**config.mk**
```make
export PLATFORM = sky130hd
export DESIGN_NAME = source_text_tokenizer_unit
export DESIGN_NICKNAME = d
export VERILOG_FILES = /design/src/hw/rtl/sttok_pkg.sv /design/src/hw/rtl/source_text_tokenizer_unit.sv
export SDC_FILE = /design/constraint.sdc
export NUM_CORES = 1
export LEC_CHECK = 0
export ABC_AREA = 0
export BUFFER_PORTS_ARGS = -buffer_cell sky130_fd_sc_hd__buf_2
export CAP_MARGIN = 20
export CORE_UTILIZATION = 30
export CTS_BUF_LIST = sky130_fd_sc_hd__clkbuf_2 sky130_fd_sc_hd__clkbuf_4 sky130_fd_sc_hd__clkbuf_8
export DETAILED_ROUTE_END_ITERATION = 8
export PLACE_DENSITY = 0.51
export SYNTH_ARGS = -nofsm -noshare
export SYNTH_HDL_FRONTEND = slang
export SYNTH_SLANG_ARGS = --single-unit
```
**constraint.sdc**
```tcl
create_clock -name aclk -period 26.8 [get_ports aclk]
set_input_delay 5.36 -clock aclk [delete_from_list [all_inputs] [get_ports aclk]]
set_output_delay 5.36 -clock aclk [all_outputs]
set_load 0.01 [all_outputs]
```
**src/hw/rtl/sttok_pkg.sv**
```systemverilog
// Package for the source text tokeniser: lexer mode and escape codes, result word type,
// character class and decode helpers.
// No dependencies.
`timescale 1ns / 1ps
`default_nettype none

package sttok_pkg;

    typedef enum logic [2:0] {
        MODE_NORMAL  = 3'd0,
        MODE_COMMENT = 3'd1,
        MODE_STRING  = 3'd2,
        MODE_CHAR    = 3'd3,
        MODE_NUMBER  = 3'd4,
        MODE_IDENT   = 3'd5,
        MODE_OPER    = 3'd6
    } mode_t;

    typedef enum logic [1:0] {
        ESC_NONE  = 2'd0,
        ESC_SLASH = 2'd1,
        ESC_HEX   = 2'd2
    } esc_t;

    localparam logic [1:0] ITEM_TEXT  = 2'd0;
    localparam logic [1:0] ITEM_END   = 2'd1;
    localparam logic [1:0] ITEM_ERROR = 2'd2;

    localparam logic [2:0] TOK_NUMBER = 3'd0;
    localparam logic [2:0] TOK_IDENT  = 3'd1;
    localparam logic [2:0] TOK_OPER   = 3'd2;
    localparam logic [2:0] TOK_STRING = 3'd3;
    localparam logic [2:0] TOK_CHAR   = 3'd4;
    localparam logic [2:0] TOK_OTHER  = 3'd5;

    localparam logic [1:0] FAULT_NONE    = 2'd0;
    localparam logic [1:0] FAULT_BAD_HEX = 2'd1;
    localparam logic [1:0] FAULT_OPEN    = 2'd2;

    localparam logic [7:0] CH_SPACE   = 8'h20;
    localparam logic [7:0] CH_HASH    = 8'h23;
    localparam logic [7:0] CH_DQUOTE  = 8'h22;
    localparam logic [7:0] CH_SQUOTE  = 8'h27;
    localparam logic [7:0] CH_BSLASH  = 8'h5C;
    localparam logic [7:0] CH_UNDER   = 8'h5F;
    localparam logic [7:0] CH_DOT     = 8'h2E;
    localparam logic [7:0] CH_NEWLINE = 8'h0A;
    localparam logic [7:0] CH_LOWER_U = 8'h75;
    localparam logic [7:0] CH_LOWER_X = 8'h78;

    typedef struct packed {
        logic [1:0]  kind;
        logic [7:0]  text;
        logic [2:0]  tkind;
        logic [15:0] row;
        logic [15:0] col;
        logic [1:0]  fault;
        logic        last;
    } res_t;

    function automatic res_t mk_res(input logic [1:0] kind, input logic [7:0] text,
                                    input logic [2:0] tkind, input logic [15:0] row,
                                    input logic [15:0] col, input logic [1:0] fault);
        res_t r;
        r.kind  = kind;
        r.text  = text;
        r.tkind = tkind;
        r.row   = row;
        r.col   = col;
        r.fault = fault;
        r.last  = 1'b0;
        return r;
    endfunction

    function automatic logic [15:0] sat16(input logic [31:0] v);
        return (v > 32'h0000_FFFF) ? 16'hFFFF : v[15:0];
    endfunction

    function automatic logic [2:0] mode_kind(input mode_t m);
        logic [2:0] k;
        unique case (m)
            MODE_NUMBER: k = TOK_NUMBER;
            MODE_IDENT:  k = TOK_IDENT;
            MODE_OPER:   k = TOK_OPER;
            MODE_CHAR:   k = TOK_CHAR;
            default:     k = TOK_STRING;
        endcase
        return k;
    endfunction

    function automatic logic is_digit(input logic [7:0] c);
        return (c >= 8'h30) && (c <= 8'h39);
    endfunction

    function automatic logic is_alpha(input logic [7:0] c);
        return ((c >= 8'h61) && (c <= 8'h7A)) || ((c >= 8'h41) && (c <= 8'h5A));
    endfunction

    function automatic logic is_op(input logic [7:0] c);
        return (c == 8'h2B) || (c == 8'h2D) || (c == 8'h2A) || (c == 8'h2F) ||
               (c == 8'h25) || (c == 8'h26) || (c == 8'h7C) || (c == 8'h5E) ||
               (c == 8'h3D) || (c == 8'h3C) || (c == 8'h3E) || (c == 8'h3F);
    endfunction

    // {valid, digit}
    function automatic logic [4:0] hex_of(input logic [7:0] c);
        logic [4:0] h;
        if (c >= 8'h30 && c <= 8'h39) begin
            h = {1'b1, c[3:0]};
        end else if ((c >= 8'h61 && c <= 8'h66) || (c >= 8'h41 && c <= 8'h46)) begin
            h = {1'b1, c[3:0] + 4'd9};
        end else begin
            h = 5'd0;
        end
        return h;
    endfunction

    // simple escapes; anything else stands for itself
    function automatic logic [7:0] esc_map(input logic [7:0] c);
        logic [7:0] v;
        unique case (c)
            8'h61:   v = 8'h07;
            8'h62:   v = 8'h08;
            8'h65:   v = 8'h1B;
            8'h66:   v = 8'h0C;
            8'h6E:   v = 8'h0A;
            8'h72:   v = 8'h0D;
            8'h74:   v = 8'h09;
            8'h76:   v = 8'h0B;
            default: v = c;
        endcase
        return v;
    endfunction

endpackage

`default_nettype wire

```
**src/hw/rtl/source_text_tokenizer_unit.sv**
```systemverilog
// Source text tokeniser top level: lexer state, single-pass byte decode and a four-word
// result queue feeding the master stream. Depends on sttok_pkg.
//
//  channel  | dir | tdata                  | tuser     | tlast
//  s_axis   | in  | char_code              | -         | end_of_input
//  m_axis   | out | text, kind, row, col,  | item_kind | last_of_run
//           |     | fault                  |           |
//
// Each accepted word is decoded in the cycle it is taken; its 0..3 result words are
// registered into the queue behind any words already waiting there.
// Throughput is one input word per cycle while each byte yields at most one result and
// m_axis_tready stays high; a byte yielding several results sends them one by one, and
// s_axis_tready drops while more than one result word waits in the queue.
// Reset (aresetn low, synchronous) empties the queue and returns the lexer to row 1, col 0.
`timescale 1ns / 1ps
`default_nettype none

module source_text_tokenizer_unit
    import sttok_pkg::*;
#(
    parameter int POSITION_BITS = 16
) (
    input  wire logic        aclk,
    input  wire logic        aresetn,
    input  wire logic        s_axis_tvalid,
    output logic             s_axis_tready,
    input  wire logic [7:0]  s_axis_tdata,   // [7:0] char_code
    input  wire logic        s_axis_tlast,   // end_of_input
    output logic             m_axis_tvalid,
    input  wire logic        m_axis_tready,
    output logic [47:0]      m_axis_tdata,   // [7:0] text_byte, [10:8] token_kind,
                                             // [26:11] start_row, [42:27] start_column,
                                             // [44:43] fault_code, [47:45] zero
    output logic [1:0]       m_axis_tuser,   // [1:0] item_kind
    output logic             m_axis_tlast    // last_of_run
);

    localparam logic [POSITION_BITS-1:0] POS_MAX = {POSITION_BITS{1'b1}};

    mode_t                    mode_reg, mode_next;
    esc_t                     esc_reg, esc_next;
    logic [2:0]               digits_reg, digits_next;
    logic [15:0]              hex_reg, hex_next;
    logic [POSITION_BITS-1:0] row_reg, row_next;
    logic [POSITION_BITS-1:0] col_reg, col_next;
    logic [POSITION_BITS-1:0] trow_reg, trow_next;
    logic [POSITION_BITS-1:0] tcol_reg, tcol_next;

    res_t       q_reg [4];
    res_t       q_next [4];
    logic [2:0] cnt_reg, cnt_next;

    logic [7:0]               c;
    logic [POSITION_BITS-1:0] col_inc;
    logic [15:0]              row_o, col_o, coli_o, trow_o, tcol_o;
    logic [4:0]               hx;
    logic [15:0]              hex_acc;
    logic [2:0]               digits_dec;

    // normal-mode handling of the current byte
    mode_t      nb_mode;
    logic       nb_mark;
    logic [1:0] nb_n;
    res_t       nb_r0, nb_r1;

    res_t       res [3];
    logic [1:0] n;
    logic       push, pop;
    logic [2:0] base;
    logic [2:0] off;

    assign c       = s_axis_tdata;
    assign col_inc = (col_reg != POS_MAX) ? col_reg + 1'b1 : col_reg;
    assign row_o   = sat16(32'(row_reg));
    assign col_o   = sat16(32'(col_reg));
    assign coli_o  = sat16(32'(col_inc));
    assign trow_o  = sat16(32'(trow_reg));
    assign tcol_o  = sat16(32'(tcol_reg));
    assign hx      = hex_of(c);
    assign hex_acc = {hex_reg[11:0], hx[3:0]};
    assign digits_dec = digits_reg - 3'd1;

    always_comb begin
        nb_mode = MODE_NORMAL;
        nb_mark = 1'b0;
        nb_n    = 2'd0;
        nb_r0   = '0;
        nb_r1   = '0;
        priority if (c == CH_HASH) begin
            nb_mode = MODE_COMMENT;
        end else if (c == CH_DQUOTE) begin
            nb_mark = 1'b1;
            nb_mode = MODE_STRING;
        end else if (c == CH_SQUOTE) begin
            nb_mark = 1'b1;
            nb_mode = MODE_CHAR;
        end else if (c <= CH_SPACE) begin
            nb_mode = MODE_NORMAL;
        end else if (is_digit(c)) begin
            nb_mark = 1'b1;
            nb_mode = MODE_NUMBER;
            nb_n    = 2'd1;
            nb_r0   = mk_res(ITEM_TEXT, c, TOK_NUMBER, row_o, coli_o, FAULT_NONE);
        end else if (is_alpha(c) || c == CH_UNDER) begin
            nb_mark = 1'b1;
            nb_mode = MODE_IDENT;
            nb_n    = 2'd1;
            nb_r0   = mk_res(ITEM_TEXT, c, TOK_IDENT, row_o, coli_o, FAULT_NONE);
        end else if (is_op(c)) begin
            nb_mark = 1'b1;
            nb_mode = MODE_OPER;
            nb_n    = 2'd1;
            nb_r0   = mk_res(ITEM_TEXT, c, TOK_OPER, row_o, coli_o, FAULT_NONE);
        end else begin
            nb_mark = 1'b1;
            nb_n    = 2'd2;
            nb_r0   = mk_res(ITEM_TEXT, c, TOK_OTHER, row_o, coli_o, FAULT_NONE);
            nb_r1   = mk_res(ITEM_END, 8'd0, TOK_OTHER, row_o, coli_o, FAULT_NONE);
        end
    end

    always_comb begin
        logic more;
        mode_next   = mode_reg;
        esc_next    = esc_reg;
        digits_next = digits_reg;
        hex_next    = hex_reg;
        row_next    = row_reg;
        col_next    = col_reg;
        trow_next   = trow_reg;
        tcol_next   = tcol_reg;
        n           = 2'd0;
        res[0]      = '0;
        res[1]      = '0;
        res[2]      = '0;
        more        = 1'b0;

        if (s_axis_tlast) begin
            unique case (mode_reg)
                MODE_COMMENT, MODE_STRING, MODE_CHAR: begin
                    n      = 2'd1;
                    res[0] = mk_res(ITEM_ERROR, 8'd0, TOK_NUMBER, row_o, col_o, FAULT_OPEN);
                end
                MODE_NUMBER, MODE_IDENT, MODE_OPER: begin
                    n      = 2'd1;
                    res[0] = mk_res(ITEM_END, 8'd0, mode_kind(mode_reg), trow_o, tcol_o,
                                    FAULT_NONE);
                end
                default: n = 2'd0;
            endcase
            mode_next   = MODE_NORMAL;
            esc_next    = ESC_NONE;
            digits_next = 3'd0;
            hex_next    = 16'd0;
            row_next    = POSITION_BITS'(1);
            col_next    = '0;
            trow_next   = '0;
            tcol_next   = '0;
        end else begin
            col_next = col_inc;
            unique case (mode_reg)
                MODE_COMMENT: begin
                    if (c == CH_HASH) begin
                        mode_next = MODE_NORMAL;
                    end
                end
                MODE_STRING, MODE_CHAR: begin
                    unique case (esc_reg)
                        ESC_SLASH: begin
                            esc_next = ESC_NONE;
                            if (c == CH_LOWER_U || c == CH_LOWER_X) begin
                                esc_next    = ESC_HEX;
                                digits_next = (c == CH_LOWER_U) ? 3'd4 : 3'd2;
                                hex_next    = 16'd0;
                            end else begin
                                n      = 2'd1;
                                res[0] = mk_res(ITEM_TEXT, esc_map(c), mode_kind(mode_reg),
                                                trow_o, tcol_o, FAULT_NONE);
                            end
                        end
                        ESC_HEX: begin
                            if (!hx[4]) begin
                                esc_next    = ESC_NONE;
                                digits_next = 3'd0;
                                hex_next    = 16'd0;
                                n           = 2'd1;
                                res[0]      = mk_res(ITEM_ERROR, 8'd0, TOK_NUMBER, row_o,
                                                     coli_o, FAULT_BAD_HEX);
                            end else begin
                                hex_next    = hex_acc;
                                digits_next = digits_dec;
                                if (digits_dec == 3'd0) begin
                                    esc_next = ESC_NONE;
                                    n        = 2'd1;
                                    res[0]   = mk_res(ITEM_TEXT, hex_acc[7:0],
                                                      mode_kind(mode_reg), trow_o, tcol_o,
                                                      FAULT_NONE);
                                end
                            end
                        end
                        default: begin
                            if (c == ((mode_reg == MODE_CHAR) ? CH_SQUOTE : CH_DQUOTE)) begin
                                mode_next = MODE_NORMAL;
                                n         = 2'd1;
                                res[0]    = mk_res(ITEM_END, 8'd0, mode_kind(mode_reg),
                                                   trow_o, tcol_o, FAULT_NONE);
                            end else if (c == CH_BSLASH) begin
                                esc_next = ESC_SLASH;
                            end else begin
                                n      = 2'd1;
                                res[0] = mk_res(ITEM_TEXT, c, mode_kind(mode_reg),
                                                trow_o, tcol_o, FAULT_NONE);
                            end
                        end
                    endcase
                end
                MODE_NUMBER, MODE_IDENT, MODE_OPER: begin
                    unique case (mode_reg)
                        MODE_NUMBER: more = is_digit(c) || c == CH_DOT;
                        MODE_IDENT:  more = is_alpha(c) || is_digit(c) || c == CH_UNDER;
                        default:     more = is_op(c);
                    endcase
                    if (more) begin
                        n      = 2'd1;
                        res[0] = mk_res(ITEM_TEXT, c, mode_kind(mode_reg), trow_o, tcol_o,
                                        FAULT_NONE);
                    end else begin
                        res[0]    = mk_res(ITEM_END, 8'd0, mode_kind(mode_reg), trow_o,
                                           tcol_o, FAULT_NONE);
                        res[1]    = nb_r0;
                        res[2]    = nb_r1;
                        n         = nb_n + 2'd1;
                        mode_next = nb_mode;
                        if (nb_mark) begin
                            trow_next = row_reg;
                            tcol_next = col_inc;
                        end
                    end
                end
                default: begin
                    res[0]    = nb_r0;
                    res[1]    = nb_r1;
                    n         = nb_n;
                    mode_next = nb_mode;
                    if (nb_mark) begin
                        trow_next = row_reg;
                        tcol_next = col_inc;
                    end
                end
            endcase
            if (c == CH_NEWLINE) begin
                row_next = (row_reg != POS_MAX) ? row_reg + 1'b1 : row_reg;
                col_next = '0;
            end
        end
        res[0].last = (n == 2'd1);
        res[1].last = (n == 2'd2);
        res[2].last = (n == 2'd3);
    end

    // result queue: head at slot 0, shifts down on each output handshake
    assign s_axis_tready = (cnt_reg <= 3'd1);
    assign push          = s_axis_tvalid && s_axis_tready;
    assign pop           = m_axis_tvalid && m_axis_tready;
    assign base          = cnt_reg - {2'b0, pop};

    always_comb begin
        off = 3'd0;
        for (int i = 0; i < 4; i++) begin
            q_next[i] = (pop && i < 3) ? q_reg[(i < 3) ? i + 1 : i] : q_reg[i];
            off       = 3'(i) - base;
            if (push && 3'(i) >= base && off < {1'b0, n}) begin
                q_next[i] = res[off[1:0]];
            end
        end
        cnt_next = base + (push ? {1'b0, n} : 3'd0);
    end

    always_ff @(posedge aclk) begin
        if (!aresetn) begin
            mode_reg   <= MODE_NORMAL;
            esc_reg    <= ESC_NONE;
            digits_reg <= 3'd0;
            hex_reg    <= 16'd0;
            row_reg    <= POSITION_BITS'(1);
            col_reg    <= '0;
            trow_reg   <= '0;
            tcol_reg   <= '0;
            cnt_reg    <= 3'd0;
        end else begin
            if (push) begin
                mode_reg   <= mode_next;
                esc_reg    <= esc_next;
                digits_reg <= digits_next;
                hex_reg    <= hex_next;
                row_reg    <= row_next;
                col_reg    <= col_next;
                trow_reg   <= trow_next;
                tcol_reg   <= tcol_next;
            end
            cnt_reg <= cnt_next;
        end
    end

    always_ff @(posedge aclk) begin
        for (int i = 0; i < 4; i++) begin
            q_reg[i] <= q_next[i];
        end
    end

    assign m_axis_tvalid = (cnt_reg != 3'd0);
    assign m_axis_tdata  = {3'b000, q_reg[0].fault, q_reg[0].col, q_reg[0].row,
                            q_reg[0].tkind, q_reg[0].text};
    assign m_axis_tuser  = q_reg[0].kind;
    assign m_axis_tlast  = q_reg[0].last;

endmodule

`default_nettype wire

```
### Word-level counts from Yosys, hierarchy flattened

Memory sizes are Yosys's and may differ from the RTL's.
Cells that the tools add are included.

* word-level logic and storage cells: 271
* bits in latches: 0
* memories kept: 1
* output and inout port bits: 53
* flip-flop bits (word level): 79
* bits in read-only memories: 0
* memory bits (writable): 192

* bitwise logic cells: 4
* shifts and indexed selects: 0
* equality and inequality tests: 51
* multipliers: 0
* add/sub/neg operators: 11
* reductions and logical operators: 50
* divide/modulo/power cells: 0
* multiplexer cells: 123
* magnitude comparators: 22

Memories
* q_reg: depth 4, bits a word 48, read ports 4, clocked after memory_dff 0, wr ports 4, line source_text_tokenizer_unit.sv:49 `res_t q_reg [4];`

Operators with widths (number)
* 2-to-1 mux 48 bit: 20
* binary-select mux 48 bit (select 2 bit): 4
* 2-to-1 mux 47 bit: 8
* one-hot mux 48 bit (2 select lines): 3
* 2-to-1 mux 46 bit: 6
* 2-to-1 mux 16 bit: 12
* 2-to-1 mux 96 bit: 2
* one-hot mux 48 bit (3 select lines): 1
* 2-to-1 mux 38 bit: 3
* equality test 8 x 6 -> 1 bit (second input constant): 14
* equality test 8 x 7 -> 1 bit (second input constant): 14
* one-hot mux 16 bit (2 select lines): 2
* one-hot mux 8 bit (8 select lines): 1
* 2-to-1 mux 3 bit: 18
* 2-to-1 mux 2 bit: 17
* adder 16 x 1 -> 16 bit (second input constant): 2
* less-or-equal comparator 8 x 7 -> 1 bit (second input constant): 4
* != test 16 bit (second input constant): 2
* logical OR 1 bit: 18
* >= comparator 8 x 7 -> 1 bit (second input constant): 2
* less-or-equal comparator 8 x 6 -> 1 bit (second input constant): 2
* 2-to-1 mux 4 bit: 4
* logical AND 1 bit: 15
* != test 3 bit (second input constant): 5
* other kinds (43): 82

### Depth between registers and ports, before layout

Gate-level depths: netlist of run 1.

* word-level depth: 28
* depth in mapped cells: 21

### Worst setup path before layout of run 1

Ideal clock, no wire load.

* path kind: input to register
* start: input s_axis_tdata[1]
* end: memory q_reg[3][0] (netlist bit), enable pin
* path buffers: 3
* cell stages on the path: 13
* data required time: 26227 ps
* setup slack: 13469 ps
* data arrival time: 12758 ps
* path through: clkbuf_1 inv_1 ha_1 buf_1 or3b_2 a311oi_1 a211oi_1 o22a_1 or2_2 clkbuf_1 ha_1 nor2_1 nor4_1

RTL lines
* from (decl): line source_text_tokenizer_unit.sv:27 `input wire logic [7:0] s_axis_tdata,`
* to (decl): line source_text_tokenizer_unit.sv:49

==> impl_metrics.env, run 1 <==
export IMPL_regToRegSetupSlack_ps=20460
export IMPL_rows=85
export IMPL_power_density_mw_per_mm2=115
export IMPL_p_total_w=0.00213
export IMPL_die_w_um=237
export IMPL_routed_wl_um=62100
export IMPL_outcome="finished clean"
export IMPL_critPathSlowestCell="a2111oi_0"
export IMPL_synth_most_common_cell="edfxtp_1"
export IMPL_nets=1870
export IMPL_worstRegToRegCells=17
export IMPL_relSlewSlack=0.240
export IMPL_wl_per_cell_um=24.2
export IMPL_r2r_start="cnt_reg[2]$_SDFF_PN0_"
export IMPL_ys_async_sr_fraction=0
export IMPL_drc=0
export IMPL_drv_cap=0
export IMPL_grt_usage=0.218
export IMPL_fin_tns_setup_ps=0
export IMPL_max_freq_ghz=0.0956
export IMPL_dpl_hpwl_um=40400
export IMPL_cts_hold_buf=0
export IMPL_cp_cell_sequence="buf_2, inv_1, ha_1, or3b_2, a311oi_1, a211oi_1, o22a_1, or2_2, ha_1, inv_1, nand2_1, a2111oi_0, o31a_2, buf_4, mux2_2"
export IMPL_r2r_end="q_reg[0][43]$_DFFE_PP_"
export IMPL_final_max_slew_viol_count=0
export IMPL_drive_gt1_frac=0.130
export IMPL_grt_overflow=0
export IMPL_min_from="tcol_o[15]$_SDFFE_PN0P_"
export IMPL_syn_area_per_cell_um2=9.02
export IMPL_cts_resized=0
export IMPL_synth_seq_cells=271
export IMPL_yosys_top_cells_area="edfxtp_1, dfxtp_1, nand3_1"
export IMPL_peakVddDrop_mv=0.0823
export IMPL_holdCritPathClass="reg -> reg"
export IMPL_cp_end_kind="flop"
export IMPL_grt_pass1_vias=14864
export IMPL_clock_sinks=271
export IMPL_synth_commonest_cells="edfxtp_1, nor2_1, nand2_1"
export IMPL_drt_first_pass_iters=6
export IMPL_min_path_cells=2
export IMPL_cp_start_kind="input pin"
export IMPL_finalCritPeriodShare=0.390
export IMPL_synth_edf_count=192
export IMPL_first_iter_violations=1805
export IMPL_holdPathEnd="tcol_o[15]$_SDFFE_PN0P_"
export IMPL_yosysTopAreaCellShare=0.348
export IMPL_gp_congestion=0.915
export IMPL_slowest_delay_ps=800
export IMPL_largest_reg_flops=192
export IMPL_pin_count=66
export IMPL_coreArea_mm2=0.0541
export IMPL_clock_root_buffer="clkbuf_8"
export IMPL_max_slew_worst_pin_slew_ps=1140
export IMPL_yosys_warnings=0
export IMPL_clock_skew_ps=45.0
export IMPL_synth_top_flop_cell="edfxtp_1"
export IMPL_antenna_found_initial=1
export IMPL_vias_per_cell=6.06
export IMPL_vias=15543
export IMPL_clock_path_buffers=3
export IMPL_port_buffer_count=62
export IMPL_power_leakage_nw=6.00
export IMPL_utilization=0.342
export IMPL_clkTransAtPathRegs_ps=60
export IMPL_cts_inserted_buffers=50
export IMPL_worstSkewPairLatency_ps=660
export IMPL_cts_tree="yes"
export IMPL_ys_seq_area_frac=0.444
export IMPL_synth_area_leader_cell="edfxtp_1"
export IMPL_hold_viol=0
export IMPL_grt_max_degree=67
export IMPL_synth_cells=1834
export IMPL_setup_viol=0
export IMPL_htree_num_levels=2
export IMPL_crit_required_ps=27180
export IMPL_area_growth_pct=11.8
export IMPL_synth_area_mm2=0.0165
export IMPL_rsz0062_at_grt="no"
export IMPL_critical_path_class="in -> reg"
export IMPL_postCtsSetupBuffers=0
export IMPL_yosysUniqueCellTypes=102
export IMPL_period_minus_slack_ps=10460
export IMPL_critPathMaxFanout=64
export IMPL_grt_pass1_wl_um=94000
export IMPL_start_util=0.306
export IMPL_dieArea_mm2=0.0561
export IMPL_postRouteAntennaNets=0
export IMPL_die_height_um=237
export IMPL_arrival_ps=10850
[cells by family after synthesis]
family / after synthesis / share of synthesized area
and+or+nand+nor: 696 / 0.203
other: 1 / 0.000227
buffers and inverters: 208 / 0.0517
AOI/OAI and AO/OA: 590 / 0.256
DFF: 271 / 0.444
adders and majority gates: 25 / 0.0194
xor gates and xnor gates: 27 / 0.0152
muxes: 16 / 0.0101
[per-stage QoR]
step           instances  setup WS, ps  hold slack [ps]  cell area, µm²
6_report            2566         16340              457           18500
5_1_grt             2566         16130              484           18500
4_1_cts             2563         16450              459           18500
3_5_place_dp        2474         15770              451           17500
3_3_place_gp        2473         15870              440           17500
2_1_floorplan       1836         13470              431           16600
[layout by cell type, fill, tap and decap left out, types with 17 or more instances in the layout]
cell type	synthesis	layout
edfxtp_1	192	192
nor2_1	179	176
nand2_1	177	174
nand3_1	135	135
o21ai_0	117	116
dfxtp_1	79	79
a31oi_1	65	65
buf_2	30	62
a21oi_1	58	58
clkbuf_8	0	54
a22oi_1	48	48
buf_4	4	47
inv_1	40	40
nor2b_1	37	37
nor3_1	29	29
a21boi_0	28	28
clkbuf_4	0	28
a211oi_1	27	27
a221oi_1	26	26
a221o_1	24	24
ha_1	24	24
o31ai_1	20	20
and2_1	19	19
o221ai_1	20	19
a22o_1	19	19
nor4_1	19	18
xor2_1	18	18
and3_1	17	17
or3_1	17	17
[final cells by class]
cell class	count	area (µm²)
antenna	1	2.50
clock buffer	82	953
clock inverter	7	57.6
fill	5581	35600
inverter	41	154
multi-input combinational	1357	8430
sequential	271	7350
tap	696	871
timing repair buffer	111	686
[layer usage]
metal,global-route usage,up-vias,wire [µm]
met1,0.297,7633,27100
met3,0.0375,135,5280
met4,0.0813,0,1890
met5,0,-,0
li1,-,6993,-
met2,0.343,782,27900
[report_power, final]
part	internal (W)	switching, W	leakage [nW]
registers	0.000687	0.0000418	2.44
clock network	0.000225	0.000186	0.545
logic	0.000257	0.000737	3.01
total	0.00117	0.000965	6.00
[worst max-delay path, delay by kind of cell]
family	cells	cell delay, ps
AOI/OAI and AO/OA	5	2220
buffers and inverters	4	1100
and+or+nand+nor	3	1080
adders and majority gates	2	670
muxes	1	400
[how the worst max path moves through the flow]
stage / start / to / slack [ps] / cells past startpoint
detailed placement: s_axis_tdata[1] / q_reg[0][43]$_DFFE_PP_ / 15770 / 15
finish: s_axis_tdata[1] / q_reg[0][43]$_DFFE_PP_ / 16340 / 15
global route: s_axis_tdata[1] / q_reg[0][43]$_DFFE_PP_ / 16130 / 15
floorplan: s_axis_tdata[1] / q_reg[3][0]$_DFFE_PP_ / 13470 / 13
CTS: s_axis_tdata[1] / q_reg[0][43]$_DFFE_PP_ / 16450 / 15
global placement: s_axis_tdata[1] / q_reg[0][43]$_DFFE_PP_ / 15870 / 15
(Power assumes the default switching activity.)
==> run 2, diff against run 1 <==
PLACE_DENSITY = 0.52   (was 0.51)
clock period = 9.3 ns   (was 26.8 ns; I/O delays follow)
==> run 2 against run 1 <==
Cell count grew 0.27%. Non-clock buffer count grew 2. Combinational power grew to 2.9 times the previous value. Worst setup slack lost 14000 ps. Clock-buffer cell count shrank 9. Total power grew to 2.9 times the previous value. Critical path type unchanged. Largest cell class unchanged.
==> impl_metrics.env, run 2 (synthesis results as in run 1) <==
export IMPL_outcome="finished clean"
export IMPL_dp_cells=2476
export IMPL_clock_sinks=271
export IMPL_postRouteAntennaNets=0
export IMPL_power_density_mw_per_mm2=335
export IMPL_cp_end_kind="flop"
export IMPL_pin_count=66
export IMPL_cts_resized=0
export IMPL_hold_viol=0
export IMPL_holdCritPathClass="reg -> reg"
export IMPL_crit_family="compound AO/OA/AOI/OAI gates"
export IMPL_port_buffer_count=62
export IMPL_setup_viol=0
export IMPL_p_clk_frac=0.192
export IMPL_cp_cell_sequence="buf_2, inv_1, ha_1, or3b_2, a311oi_1, a211oi_1, o22a_1, or2_2, ha_1, inv_1, nand2_1, a2111oi_0, o31ai_4, buf_4, nand2_2, buf_4"
export IMPL_area_growth_pct=12.1
export IMPL_arrival_ps=7630
export IMPL_crit_required_ps=9600
export IMPL_final_max_slew_viol_count=0
export IMPL_drv_cap=0
export IMPL_wl_per_cell_um=24.2
export IMPL_die_w_um=237
export IMPL_critPathSlowestCell="a2111oi_0"
export IMPL_relSlewSlack=0.265
export IMPL_dieArea_mm2=0.0561
export IMPL_grt_pass1_wl_um=93600
export IMPL_cp_start_kind="input pin"
export IMPL_met1_length_um=27800
export IMPL_period_minus_slack_ps=7330
export IMPL_clock_path_buffers=3
export IMPL_clock_root_buffer="clkbuf_8"
export IMPL_mostFrequentLayoutCells="edfxtp_1, nor2_1, nand2_1, nand3_1, o21ai_0"
export IMPL_post_layout_nonfiller_instances=2573
export IMPL_max_freq_ghz=0.136
export IMPL_start_util=0.306
export IMPL_max_slew_worst_pin_slew_ps=1070
export IMPL_antenna_found_initial=1
export IMPL_worstSkewPairLatency_ps=650
export IMPL_vias=15244
export IMPL_clkTransAtPathRegs_ps=60
export IMPL_netSwitchingPower_w=0.00282
export IMPL_p_int_w=0.00338
export IMPL_gp_congestion=0.909
export IMPL_top_layer_used="met4"
export IMPL_cts_hold_buf=0
export IMPL_critical_path_class="in -> reg"
export IMPL_cts_tree="yes"
export IMPL_postCtsSetupBuffers=0
export IMPL_clock_skew_ps=28.4
export IMPL_power_leakage_nw=6.00
export IMPL_slowest_delay_ps=820
export IMPL_fin_tns_setup_ps=0
export IMPL_final_common_cell="edfxtp_1"
export IMPL_grt_usage=0.217
export IMPL_grt_max_degree=67
export IMPL_largest_reg_flops=192
export IMPL_grt_overflow=0
export IMPL_fin_hold_ws_ps=448
export IMPL_critPathMaxFanout=29
export IMPL_drc=0
export IMPL_cts_inserted_buffers=50
export IMPL_rsz0062_at_grt="no"
export IMPL_nets=1872
export IMPL_sw_frac_of_total=0.455
export IMPL_rows=85
export IMPL_coreArea_mm2=0.0541
export IMPL_p_seq_frac=0.338
export IMPL_crit_buf_inv=5
export IMPL_peakVddDrop_mv=0.194
export IMPL_combinationalPowerShare=0.470
export IMPL_dpl_hpwl_um=40900
export IMPL_drt_first_pass_iters=5
export IMPL_htree_num_levels=2
export IMPL_utilization=0.343
export IMPL_drive_gt1_frac=0.131
export IMPL_wl_met3_um=4540
export IMPL_grt_pass1_vias=14560
export IMPL_vias_per_cell=5.92
export IMPL_die_height_um=237
export IMPL_dr_wl_met2_um=28500
export IMPL_first_iter_violations=1710
export IMPL_finalCritPeriodShare=0.788
export IMPL_routed_wl_um=62400
[run 2: per-layer routing]
layer  vias to the layer above  GRT usage
met2                       688      0.345
met5                         -          0
met1                      7442      0.300
met4                         0     0.0643
met3                       107     0.0398
li1                       7007          -
[run 2: power by group through the flow]
| stage | clock [W] | sequential, W | combinational [W] |
|---|---|---|---|
| final | 0.00119 | 0.00210 | 0.00292 |
| after floorplan | 0 | 0.00216 | 0.00171 |
| after global routing | 0.00127 | 0.00213 | 0.00312 |
| after detailed placement | 0 | 0.00213 | 0.00288 |
| after global placement | 0 | 0.00212 | 0.00285 |
| after CTS | 0.00122 | 0.00211 | 0.00289 |
[run 2: path summary, 6_finish.rpt]
kind | startpoint | to | slack [ps] | cells past startpoint
min | tcol_o[15]$_SDFFE_PN0P_ | tcol_o[15]$_SDFFE_PN0P_ | 450 | 2
min reg2reg | tcol_o[15]$_SDFFE_PN0P_ | tcol_o[15]$_SDFFE_PN0P_ | 450 | 2
max | s_axis_tdata[1] | q_reg[0][10]$_DFFE_PP_ | 1970 | 16
max reg2reg | cnt_reg[2]$_SDFF_PN0_ | q_reg[2][12]$_DFFE_PP_ | 3510 | 17
[run 2: through the flow]
step,cell area (µm²),total power (W),setup WS (ps)
after global routing,18500,0.00652,1640
after CTS,18500,0.00621,2040
after floorplan,16600,0.00387,1500
final,18500,0.00621,1970
after global placement,17500,0.00497,1470
after detailed placement,17500,0.00501,1390
[run 2: cell type report]
| type | instances | area, µm² |
|---|---|---|
| fillers | 5577 | 35600 |
| multi-input cells | 1357 | 8440 |
| flip-flops and latches | 271 | 7350 |
| clock buffers | 73 | 886 |
| well taps | 696 | 871 |
| repair buffers | 113 | 704 |
| inverters | 41 | 154 |
| clock inverters | 21 | 145 |
| diodes | 1 | 2.50 |
[run 2: worst reg2reg max path, cell delays in order, from the launching register on]
cell and delay (ps):
dfxtp_1 330, nor2_1 250, nand2_1 200, nand2_1 360
inv_1 90, ha_1 290, buf_4 450, clkinv_1 130
buf_4 300, ha_1 300, xor3_1 210, o22ai_1 160
nand3b_1 190, or2_2 370, o221a_2 250, buf_4 300
nand2_2 730, buf_4 500
==> run 3, diff against run 2 <==
ABC_AREA = 1   (was 0)
PLACE_DENSITY = 0.51   (was 0.52)
clock period = 6.9 ns   (was 9.3 ns; I/O delays follow)
==> run 3 against run 2 <==
Utilization shrank 0.59 points. Global-route usage is essentially flat. Sequential share of layout area shrank 3.6 points. Largest power group unchanged.
==> impl_metrics.env, run 3 <==
export IMPL_outcome="finished clean"
export IMPL_postCtsSetupBuffers=0
export IMPL_synth_area_leader_cell="edfxtp_1"
export IMPL_arrival_ps=5490
export IMPL_cp_startpoint="mode_reg[1]$_SDFFE_PN0P_"
export IMPL_peakVddDrop_mv=0.384
export IMPL_clock_root_buffer="clkbuf_8"
export IMPL_grt_pass1_vias=17349
export IMPL_port_buffer_count=62
export IMPL_cts_resized=0
export IMPL_max_slew_worst_pin_slew_ps=1090
export IMPL_nets=2736
export IMPL_drive_gt1_frac=0.0967
export IMPL_final_common_cell="nand2_1"
export IMPL_period_minus_slack_ps=5190
export IMPL_wl_per_cell_um=19.6
export IMPL_dieArea_mm2=0.0626
export IMPL_cp_start_kind="flop"
export IMPL_gp_congestion=0.892
export IMPL_critical_path_class="reg -> reg"
export IMPL_worstSkewPairLatency_ps=650
export IMPL_ys_seq_area_frac=0.397
export IMPL_ff_latch_area_mm2=0.00735
export IMPL_synth_area_mm2=0.0185
export IMPL_grt_usage=0.217
export IMPL_hold_viol=0
export IMPL_start_util=0.305
export IMPL_synth_seq_cells=271
export IMPL_drt_first_pass_iters=6
export IMPL_setup_viol=0
export IMPL_final_max_slew_viol_count=0
export IMPL_coreArea_mm2=0.0606
export IMPL_clock_path_buffers=3
export IMPL_slowest_delay_ps=630
export IMPL_power_density_mw_per_mm2=479
export IMPL_die_w_um=250
export IMPL_drc=0
export IMPL_largest_reg_flops=192
export IMPL_r2r_start="mode_reg[1]$_SDFFE_PN0P_"
export IMPL_cts_hold_buf=0
export IMPL_max_freq_ghz=0.193
export IMPL_clkTransAtPathRegs_ps=60
export IMPL_grt_pass1_wl_um=105000
export IMPL_crit_required_ps=7200
export IMPL_synth_cells=2709
export IMPL_clock_skew_ps=27.1
export IMPL_yosys_top_cells_area="edfxtp_1, nand2_1, dfxtp_1"
export IMPL_cp_cell_sequence="inv_1, nor3_1, nor2_2, inv_2, nor2_2, buf_4, nor2_1, inv_1, nand2_1, nand3b_1, ha_1, nand2_1, nand2_4, nand2_2, buf_12"
export IMPL_mostFrequentLayoutCells="nand2_1, nand3_1, edfxtp_1, inv_1, nor2_1"
export IMPL_pin_count=66
export IMPL_finalCritPeriodShare=0.752
export IMPL_yosysTopAreaCellShare=0.312
export IMPL_yosysUniqueCellTypes=55
export IMPL_syn_area_per_cell_um2=6.83
export IMPL_post_layout_nonfiller_instances=3523
export IMPL_cp_end_kind="flop"
export IMPL_drv_cap=0
export IMPL_holdCritPathClass="reg -> reg"
export IMPL_rows=90
export IMPL_postRouteAntennaNets=0
export IMPL_relSlewSlack=0.270
export IMPL_area_growth_pct=10.3
export IMPL_critPathMaxFanout=44
export IMPL_grt_max_degree=80
export IMPL_clock_sinks=271
export IMPL_critPathSlowestCell="nor2_2"
export IMPL_fill_cells=6483
export IMPL_min_from="digits_reg[1]$_SDFFE_PN0P_"
export IMPL_multi_input_area_mm2=0.00964
export IMPL_ys_async_sr_fraction=0
export IMPL_fin_tns_setup_ps=0
export IMPL_vias_per_cell=5.23
export IMPL_antenna_found_initial=1
export IMPL_yosys_warnings=0
export IMPL_synth_top_flop_cell="edfxtp_1"
export IMPL_die_height_um=250
export IMPL_cts_inserted_buffers=50
export IMPL_routed_wl_um=69200
export IMPL_dpl_hpwl_um=45100
export IMPL_synth_edf_count=192
export IMPL_rsz0062_at_grt="no"
export IMPL_dp_cells=3428
export IMPL_synth_commonest_cells="nand2_1, nand3_1, edfxtp_1"
export IMPL_grt_overflow=0
export IMPL_first_iter_violations=1725
export IMPL_power_leakage_nw=8.46
export IMPL_vias=18441
export IMPL_synth_most_common_cell="nand2_1"
export IMPL_htree_num_levels=2
export IMPL_cts_tree="yes"
-- run 3: final cells by class --
class / instances / area share
diodes: 1 / 0.000123
repair buffers: 95 / 0.0304
clock inverters: 18 / 0.00546
clock buffers: 76 / 0.0454
inverters: 206 / 0.0380
multi-input cells: 2074 / 0.472
well taps: 782 / 0.0480
flip-flops and latches: 271 / 0.360
-- run 3: report_power, final --
part           internal (W)  total, W  switching, W  leakage [nW]
registers           0.00272   0.00289      0.000175          2.45
logic               0.00133   0.00524       0.00391          5.45
clock network      0.000895   0.00164      0.000742         0.553
-- run 3: path summary, 6_finish.rpt --
check / slack [ps] / cells after the start / to
min reg2reg: 470 / 2 / digits_reg[1]$_SDFFE_PN0P_
min: 470 / 2 / digits_reg[1]$_SDFFE_PN0P_
max reg2reg: 1710 / 15 / q_reg[1][30]$_DFFE_PP_
max: 1710 / 15 / q_reg[1][30]$_DFFE_PP_
-- run 3: per-stage QoR --
stage               instance area [µm²]  power [W]   util  setup WS, ps  hold slack, ps
floorplan                         18500    0.00639      -           431             437
global placement                  19400    0.00804  0.320          1350             451
detailed placement                19400    0.00809  0.320          1240             457
CTS                               20400    0.00976  0.337          1780             466
global route                      20400     0.0104  0.337          1250             480
finish                            20400    0.00977  0.337          1710             470
-- run 3: logic make-up after synthesis --
family,Yosys count,synth area share
xor+xnor,15,0.00710
simple gates,1654,0.375
flops,271,0.397
fa+ha+maj,25,0.0173
other cells,1,0.000203
buf+inv,366,0.0840
compound gates,376,0.118
mux,1,0.000541
-- run 3: worst max-delay path, delay by kind of cell, from the launching register on --
kind | cells | cell delay (ps)
flops | 1 | 310
buf+inv | 5 | 1810
simple gates | 9 | 2300
fa+ha+maj | 1 | 350
-- run 3: layer usage --
metal  GRT usage  vias up  routed length (µm)
met5           0        -                   0
met3      0.0354      134                4770
met2       0.357      752               32100
met4      0.0822        0                2060
met1       0.284     8631               30200
li1            -     8924                   -
